`src/hw/rtl/adaa_pkg.sv`:
```
// Shared types and constants of the antialiased soft clipper.
package adaa_pkg;

  // Sequencer states of the clipper.
  typedef enum logic [3:0] {
    ST_IDLE,
    ST_MUL,
    ST_GSET,
    ST_GMUL,
    ST_GFIN,
    ST_CGM,
    ST_CGA,
    ST_YSET,
    ST_DIVY,
    ST_DONE
  } state_t;

  // Products formed by the shared multiplier, in issue order.
  typedef enum logic [3:0] {
    MS_A2,
    MS_A3,
    MS_A4,
    MS_A5,
    MS_B2,
    MS_B3,
    MS_B4,
    MS_B5,
    MS_A4B,
    MS_A3B2,
    MS_A2B3,
    MS_AB4
  } mul_step_t;

  // Unit magnitude of the Q3.12 input.
  localparam logic signed [15:0] UNIT_Q12 = 16'sd4096;
  // Curve bound 0.8 in Q1.14.
  localparam logic [14:0] OUT_LIMIT = 15'd13107;
  // Half of one Q28 unit of the product, used for rounding.
  localparam logic signed [59:0] HALF_Q28 = 60'sd134217728;
  // Half of one output step when a Q28 value is brought to Q1.14.
  localparam logic [29:0] HALF_Q14 = 30'd8192;
  // Half of the divisor thirty, added to the core term for rounding.
  localparam logic [33:0] DIV30_HALF = 34'd15;
  // Two to the 23 divided by fifteen, rounded up; exact for operands below two to the 20.
  localparam logic signed [29:0] RECIP15 = 30'sd559241;
  // Iteration count of the output divider, less one.
  localparam logic [4:0] Y_LAST_BIT = 5'd15;

endpackage

```
`src/hw/rtl/adaa_soft_clipper.sv`:
```
// Top level of the first-order antiderivative-antialiased soft clipper.
// A request is taken only in the idle state, so each item holds the block through its
// products on the one shared multiplier and, when the sample differs from the previous
// one, the one-bit-per-cycle restoring divider of the output. The result waits while the
// output register holds a stalled result; a new request is taken the cycle after it is loaded.
// Reset (rst, synchronous) clears the sequencer, the output valid and the stored sample.
module adaa_soft_clipper (
  input  logic               clk,
  input  logic               rst,
  input  logic               in_valid,
  output logic               in_stall,
  input  logic signed [15:0] sample_in,
  output logic               out_valid,
  input  logic               out_stall,
  output logic signed [15:0] sample_out
);

  // Clamp a Q3.12 sample to the span of plus or minus one.
  function automatic logic signed [13:0] clamp_unit(input logic signed [15:0] v);
    logic signed [13:0] r;
    if (v > adaa_pkg::UNIT_Q12) begin
      r = 14'(adaa_pkg::UNIT_Q12);
    end else if (v < -adaa_pkg::UNIT_Q12) begin
      r = 14'(-adaa_pkg::UNIT_Q12);
    end else begin
      r = v[13:0];
    end
    return r;
  endfunction

  adaa_pkg::state_t    state, state_next;
  adaa_pkg::mul_step_t step;
  logic                phase;

  // The stored sample that the next request is compared against.
  logic signed [15:0] prev;

  // Per-request terms captured at acceptance.
  logic signed [29:0] a, b;        // clamped samples in Q28
  logic signed [16:0] lin;         // difference of the magnitudes of the parts beyond the clamp
  logic signed [17:0] c5;          // five times the difference of the clamped samples
  logic [18:0]        dmag;        // magnitude of five times the sample difference
  logic               dneg;        // sign of the sample difference
  logic               eq;          // sample equals the stored one

  // Powers built up by the multiplier and the running sum of the fifth-degree terms.
  logic signed [29:0] a2, a3, a4, b2, b3, b4;
  logic signed [32:0] s;
  logic signed [29:0] g;
  logic signed [59:0] prod;
  logic signed [47:0] num;
  logic               tneg, yneg;

  // Division of the core term by thirty: the high part's share of the quotient and the
  // small sum that is left for the reciprocal multiply.
  logic [17:0] wsum;
  logic [29:0] hq;

  // Restoring divider registers.
  logic [47:0] rem, dsh;
  logic [15:0] quo;
  logic [4:0]  cnt;

  logic accept, load_out;

  // Values derived from the incoming sample and the stored one.
  logic signed [13:0] cx, cp;
  logic signed [16:0] ex, ep, mx, mp;
  logic signed [14:0] c_in;
  logic signed [16:0] d_in;
  logic signed [19:0] d5;

  always_comb begin
    cx   = clamp_unit(sample_in);
    cp   = clamp_unit(prev);
    ex   = 17'(sample_in) - 17'(cx);
    ep   = 17'(prev) - 17'(cp);
    mx   = ex[16] ? -ex : ex;
    mp   = ep[16] ? -ep : ep;
    c_in = 15'(cx) - 15'(cp);
    d_in = 17'(sample_in) - 17'(prev);
    d5   = (20'(d_in) <<< 2) + 20'(d_in);
  end

  // Operand selection for the shared multiplier.
  logic signed [29:0] mul_a, mul_b;

  always_comb begin
    mul_a = a;
    mul_b = a;
    if (state == adaa_pkg::ST_CGM) begin
      mul_a = 30'(c5);
      mul_b = g;
    end else if (state == adaa_pkg::ST_GMUL) begin
      mul_a = $signed({12'b0, wsum});
      mul_b = adaa_pkg::RECIP15;
    end else begin
      unique case (step)
        adaa_pkg::MS_A2:   begin mul_a = a;  mul_b = a;  end
        adaa_pkg::MS_A3:   begin mul_a = a2; mul_b = a;  end
        adaa_pkg::MS_A4:   begin mul_a = a3; mul_b = a;  end
        adaa_pkg::MS_A5:   begin mul_a = a4; mul_b = a;  end
        adaa_pkg::MS_B2:   begin mul_a = b;  mul_b = b;  end
        adaa_pkg::MS_B3:   begin mul_a = b2; mul_b = b;  end
        adaa_pkg::MS_B4:   begin mul_a = b3; mul_b = b;  end
        adaa_pkg::MS_B5:   begin mul_a = b4; mul_b = b;  end
        adaa_pkg::MS_A4B:  begin mul_a = a4; mul_b = b;  end
        adaa_pkg::MS_A3B2: begin mul_a = a3; mul_b = b2; end
        adaa_pkg::MS_A2B3: begin mul_a = a2; mul_b = b3; end
        adaa_pkg::MS_AB4:  begin mul_a = a;  mul_b = b4; end
        default:           begin mul_a = a;  mul_b = a;  end
      endcase
    end
  end

  // A registered product is brought back to Q28, rounded to nearest with ties away
  // from zero: a negative value takes one less before the arithmetic shift.
  logic signed [59:0] rnd_sum;
  logic signed [29:0] rnd;

  always_comb begin
    rnd_sum = prod + adaa_pkg::HALF_Q28 - 60'(prod[59]);
    rnd     = 30'(rnd_sum >>> 28);
  end

  // Numerator of the core term: fifteen times the sum less the fifth-degree sum.
  // Its rounded magnitude is halved, then split at bit 17; since two to the 17 is
  // 8738 fifteens plus two, the quotient by fifteen is 8738 times the high part plus
  // the quotient of twice the high part and the low part, which stays below 2^18.
  logic signed [30:0] ab;
  logic signed [35:0] t;
  logic [33:0]        tmag;
  logic [46:0]        nmag;
  logic [32:0]        nt;
  logic [15:0]        nh;
  logic [16:0]        nl;

  always_comb begin
    ab   = 31'(a) + 31'(b);
    t    = (36'(ab) <<< 4) - 36'(ab) - 36'(s);
    tmag = t[35] ? 34'(-t) : 34'(t);
    nmag = num[47] ? 47'(-num) : 47'(num);
    nt   = 33'((tmag + adaa_pkg::DIV30_HALF) >> 1);
    nh   = nt[32:17];
    nl   = nt[16:0];
  end

  // One divider step: subtract the shifted divisor when it fits.
  logic [48:0] diff;
  assign diff = {1'b0, rem} - {1'b0, dsh};

  // Final rounding and saturation of the result.
  logic [29:0]        gmag;
  logic [16:0]        qmag;
  logic               ovf;
  logic [14:0]        ymag;
  logic signed [15:0] y;
  logic signed [29:0] qg;

  always_comb begin
    gmag = g[29] ? 30'(-g) : 30'(g);
    // The reciprocal product carries the quotient in its bits above 23.
    qg   = $signed(hq + 30'(prod[37:23]));
    if (eq) begin
      qmag = 17'((gmag + adaa_pkg::HALF_Q14) >> 14);
      ovf  = 1'b0;
    end else begin
      qmag = {2'b00, quo[14:0]};
      ovf  = quo[15];
    end
    if (ovf || (qmag > 17'(adaa_pkg::OUT_LIMIT))) begin
      ymag = adaa_pkg::OUT_LIMIT;
    end else begin
      ymag = qmag[14:0];
    end
    y = (eq ? g[29] : yneg) ? -$signed({1'b0, ymag}) : $signed({1'b0, ymag});
  end

  // Sequencer: next state and handshake outputs.
  always_comb begin
    state_next = state;
    in_stall   = (state != adaa_pkg::ST_IDLE);
    accept     = in_valid && !in_stall;
    load_out   = 1'b0;
    unique case (state)
      adaa_pkg::ST_IDLE: begin
        if (in_valid) state_next = adaa_pkg::ST_MUL;
      end
      adaa_pkg::ST_MUL: begin
        if (phase && (step == adaa_pkg::MS_AB4)) state_next = adaa_pkg::ST_GSET;
      end
      adaa_pkg::ST_GSET: begin
        state_next = adaa_pkg::ST_GMUL;
      end
      adaa_pkg::ST_GMUL: begin
        state_next = adaa_pkg::ST_GFIN;
      end
      adaa_pkg::ST_GFIN: begin
        state_next = eq ? adaa_pkg::ST_DONE : adaa_pkg::ST_CGM;
      end
      adaa_pkg::ST_CGM: begin
        state_next = adaa_pkg::ST_CGA;
      end
      adaa_pkg::ST_CGA: begin
        state_next = adaa_pkg::ST_YSET;
      end
      adaa_pkg::ST_YSET: begin
        state_next = adaa_pkg::ST_DIVY;
      end
      adaa_pkg::ST_DIVY: begin
        if (cnt == 5'd0) state_next = adaa_pkg::ST_DONE;
      end
      adaa_pkg::ST_DONE: begin
        if (!out_valid || !out_stall) begin
          load_out   = 1'b1;
          state_next = adaa_pkg::ST_IDLE;
        end
      end
    endcase
  end

  always_ff @(posedge clk) begin
    if (rst) begin
      state <= adaa_pkg::ST_IDLE;
    end else begin
      state <= state_next;
    end
  end

  // The stored sample is replaced by each accepted one; the current request keeps its
  // own copies of the terms it needs.
  always_ff @(posedge clk) begin
    if (rst) begin
      prev <= '0;
    end else if (accept) begin
      prev <= sample_in;
    end
  end

  // Datapath: capture, multiplier sequence, divider and result formation.
  always_ff @(posedge clk) begin
    if (rst) begin
      phase <= 1'b0;
      step  <= adaa_pkg::MS_A2;
    end else begin
      if (accept) begin
        a     <= {cx, 16'b0};
        b     <= {cp, 16'b0};
        lin   <= mx - mp;
        c5    <= (18'(c_in) <<< 2) + 18'(c_in);
        dmag  <= d5[19] ? 19'(-d5) : 19'(d5);
        dneg  <= d5[19];
        eq    <= (sample_in == prev);
        s     <= '0;
        phase <= 1'b0;
        step  <= adaa_pkg::MS_A2;
      end
      case (state)
        adaa_pkg::ST_MUL: begin
          if (!phase) begin
            prod  <= mul_a * mul_b;
            phase <= 1'b1;
          end else begin
            phase <= 1'b0;
            step  <= adaa_pkg::mul_step_t'(step + 4'd1);
            case (step)
              adaa_pkg::MS_A2: a2 <= rnd;
              adaa_pkg::MS_A3: a3 <= rnd;
              adaa_pkg::MS_A4: a4 <= rnd;
              adaa_pkg::MS_B2: b2 <= rnd;
              adaa_pkg::MS_B3: b3 <= rnd;
              adaa_pkg::MS_B4: b4 <= rnd;
              default:         s  <= s + 33'(rnd);
            endcase
          end
        end
        adaa_pkg::ST_GSET: begin
          // 8738 times the high part is formed from its shifts.
          wsum <= 18'({nh, 1'b0}) + 18'(nl);
          hq   <= (30'(nh) << 13) + (30'(nh) << 9) + (30'(nh) << 5) + (30'(nh) << 1);
          tneg <= t[35];
        end
        adaa_pkg::ST_GMUL: begin
          prod <= mul_a * mul_b;
        end
        adaa_pkg::ST_DIVY: begin
          if (!diff[48]) begin
            rem <= diff[47:0];
          end
          quo <= {quo[14:0], !diff[48]};
          dsh <= dsh >> 1;
          cnt <= cnt - 5'd1;
        end
        adaa_pkg::ST_GFIN: begin
          g <= tneg ? -qg : qg;
        end
        adaa_pkg::ST_CGM: begin
          prod <= mul_a * mul_b;
        end
        adaa_pkg::ST_CGA: begin
          num <= (48'(lin) <<< 30) + $signed(prod[47:0]);
        end
        adaa_pkg::ST_YSET: begin
          // Sixteen quotient bits are formed; a set top bit means the result saturates.
          rem  <= 48'(nmag) + 48'({dmag, 13'b0});
          dsh  <= {dmag, 29'b0};
          quo  <= '0;
          cnt  <= adaa_pkg::Y_LAST_BIT;
          yneg <= num[47] ^ dneg;
        end
        default: begin
        end
      endcase
    end
  end

  // Output register: a finished result waits here while the next request is taken.
  always_ff @(posedge clk) begin
    if (rst) begin
      out_valid <= 1'b0;
    end else if (load_out) begin
      out_valid <= 1'b1;
    end else if (!out_stall) begin
      out_valid <= 1'b0;
    end
  end

  always_ff @(posedge clk) begin
    if (load_out) begin
      sample_out <= y;
    end
  end

endmodule
```
`config.mk`:
```
export PLATFORM = sky130hd
export DESIGN_NAME = adaa_soft_clipper
export DESIGN_NICKNAME = d
export VERILOG_FILES = /design/src/hw/rtl/adaa_pkg.sv /design/src/hw/rtl/adaa_soft_clipper.sv
export SDC_FILE = /design/constraint.sdc
export NUM_CORES = 2
export LEC_CHECK = 0
export CORE_MARGIN = 3
export CORE_UTILIZATION = 50
export CTS_BUF_LIST = sky130_fd_sc_hd__clkbuf_16
export CTS_CLUSTER_SIZE = 28
export DETAILED_ROUTE_END_ITERATION = 8
export DONT_BUFFER_PORTS = 1
export HOLD_SLACK_MARGIN = 0.12
export MAX_ROUTING_LAYER = met4
export PLACE_DENSITY_LB_ADDON = 0.12
export SLEW_MARGIN = 0
export SYNTH_ARGS = -nofsm -noshare
export SYNTH_HDL_FRONTEND = slang
export SYNTH_SLANG_ARGS = --single-unit
```
`constraint.sdc`:
```
create_clock -name clk -period 10.07 [get_ports clk]
set_input_delay 0.5035 -clock clk [delete_from_list [all_inputs] [get_ports clk]]
set_output_delay 0.5035 -clock clk [all_outputs]
set_load 0.01 [all_outputs]
```
==> results_dict.tcl <==
set metrics [dict create \
    gr-total-overflow 0 \
    ys_ff_latch 642 \
    path_buf_inv 15 \
    clk_pin_slew_ns 0.07 \
    gr-usage-met1_pct 40.4 \
    setup_tns_ns 0 \
    synth_area_um2 80000 \
    ant_nets 0 \
    syn-num-nets 10300 \
    synth_warnings 0 \
    finalCriticalPeriod_ns 9.81 \
    r2r_start "step[0]" \
    synth.area.top_cells "fa_1, edfxtp_1, ha_1" \
    die_w_um 406 \
    slew_headroom_pct 0.759 \
    worstHoldStart "sample_in[9]" \
    yosysSeqAreaShare_pct 23.8 \
    antenna_found_initial 10 \
    design.core.area_um2 159000 \
    fill_cells 14200 \
    grt_use_met3_pct 4.75 \
    yosysTopAreaCell "fa_1" \
    grt_pass1_vias 63200 \
    nNetsFinal 10700 \
    cts-buffers-inserted 75 \
    ios 38 \
    grt_max_degree 89 \
    arrival_ns 10.20 \
    grt_pass1_wl_um 376000 \
    period_share_pct 97.4 \
    startpoint "step[0]" \
    use_met2_pct 48.8 \
    cts_buffer_depth 3 \
    final_common_cell "inv_1" \
    crit_family "adder cells" \
    num_vias 63400 \
    grt_busiest_layer "met2" \
    holdCritPathClass "in2reg" \
    grt_usage_pct 30.9 \
    layout_common_cells "inv_1, nand2_1, fa_1, edfxtp_1, buf_4" \
    syn_area_per_cell_um2 9.24 \
    slew_viol_final 0 \
    critical_path_required_ns 10.46 \
    tightestPinTransition_ns 1.48 \
    ys.flop_type "edfxtp_1" \
    drt-total-wl_um 246000 \
    cts_tree "yes" \
    netlist_instances 8661 \
    drc 0 \
    dpl.hpwl_um 202000 \
    viasPerCell 5.65 \
    failed_checks "capacitance limit" \
    layout-drive-gt1-share_pct 11.5 \
    clock_latency_ns 0.67 \
    die-area_um2 165000 \
    place.gp.congestion 0.984 \
    chipHeight_um 406 \
    yosysTopAreaCellShare_pct 25.0 \
    path_max_fanout 9 \
    slowest_stage "fa_1" \
    numClockSinks 642 \
    setup_violations 0 \
    ys_types 109 \
    rows 146 \
    critical_path.most_common_cell "fa_1" \
    cp-start-kind "flip-flop" \
    first_iter_violations 5350 \
    root_buffer "clkbuf_16" \
    start_util_pct 50.4 \
    outcome "finished, violations left" \
    cap_violations 1 \
    io_buffers 0 \
    drtPass1Iterations 9 \
    clock_skew_ns 0.0275 \
    criticalPathCategory "reg2reg" \
    finalHoldViolCount 0 \
    fmax_mhz 102 \
    synth_edf_count 616 \
    rsz0062_at_grt "yes" \
    area_delta_synth_final_pct 13.5 \
    crit_path_max_incr_delay_ns 0.63 \
    synth-async-reset-ratio_pct 0 \
    htree_levels 3 \
    wire_per_inst_um 21.9 \
    end_kind "flip-flop" \
]
state kept, by name, summed over array words and instances, names as in the netlist, 19 cells and up:
signal	cells
rem	48
hq	29
a3	30
dsh	48
num	48
a4	30
g	30
b4	30
prod	59
b2	30
dmag	19
b3	30
s	33
a2	30
cell type report:
type	instances	area [µm²]	area share, %
clock buffers	75	1880	2.07
repair buffers	684	5900	6.50
well taps	2072	2590	2.85
inverters	1490	5590	6.16
multi-input cells	6202	55300	60.9
clock inverters	59	537	0.591
diodes	5	12.5	0.0138
flip-flops and latches	642	19000	21.0
path summary, 6_finish.rpt:
| kind | end | slack (ns) | cells after the start |
|---|---|---|---|
| max | prod[59] | 0.26 | 43 |
| max reg2reg | prod[59] | 0.26 | 43 |
| min | a[25] | 0.17 | 2 |
| min reg2reg | num[0] | 0.45 | 0 |
worst reg2reg max path, delay by kind of cell (launching register included):
family / cells / cell delay, ns
adders and majority gates: 10 / 4.72
buffers and inverters: 15 / 1.75
AOI/OAI and AO/OA: 9 / 1.60
and+or+nand+nor: 7 / 0.87
DFF: 1 / 0.37
xor gates and xnor gates: 1 / 0.11
muxes: 1 / 0.08
logic make-up (layout without fill, tap and decap cells):
| kind of cell | count (synthesis) | after routing | share of synthesized area [%] |
|---|---|---|---|
| adder cells (fa/ha/maj) | 1595 | 1595 | 34.3 |
| AND/OR/NAND/NOR | 2480 | 2480 | 14.2 |
| XOR/XNOR | 567 | 567 | 6.27 |
| other | 0 | 5 | 0 |
| flip-flops | 642 | 642 | 23.8 |
| AO/OA/AOI/OAI | 1537 | 1537 | 12.6 |
| multiplexers | 23 | 23 | 0.314 |
| buffers and inverters | 1817 | 2308 | 8.54 |
stage by stage:
| stage | utilization (%) | hold slack, ns | worst slack, ns | area (µm²) | std cells |
|---|---|---|---|---|---|
| 3_5_place_dp | 54.8 | 0.439 | -0.644 | 87000 | 11000 |
| 5_1_grt | 57.2 | 0.166 | -0.237 | 90800 | 11200 |
| 3_3_place_gp | 54.8 | 0.432 | -0.514 | 87000 | 11000 |
| 6_report | 57.2 | 0.174 | 0.258 | 90800 | 11200 |
| 2_1_floorplan | - | 0.417 | 0.0578 | 80000 | 8661 |
| 4_1_cts | 56.6 | 0.121 | 0.0185 | 89800 | 11200 |
what timing repair did:
action | CTS | global route
endpoints found under the hold margin | 30 | 0
pin swaps | 11 | 116
gates resized for setup | 35 | 154
endpoints found under the setup margin | 26 | 39
cloned | 0 | 2
hold buffers | 19 | 0
buffers inserted | 4 | 35
synthesized netlist by cell type, types with 178 or more instances:
library cell  count
inv_1          1489
nand2_1        1152
xor2_1          178
xnor2_1         385
fa_1            998
ha_1            597
clkbuf_1        304
edfxtp_1        616
nor2_1          470
and2_1          191
a21oi_1         421
o21ai_0         345
routing by layer:
| layer | wire (µm) | share of wire (%) | vias up |
|---|---|---|---|
| met5 | 0 | 0 | - |
| met4 | 11100 | 4.5 | 0 |
| met3 | 16600 | 6.8 | 456 |
| met2 | 114000 | 46 | 2080 |
| met1 | 104000 | 42 | 31500 |
| li1 | - | - | 29400 |
Power is left out: the tool's default activity adds up to more than one toggle a clock period on the data nets, which glitch-free logic cannot reach.
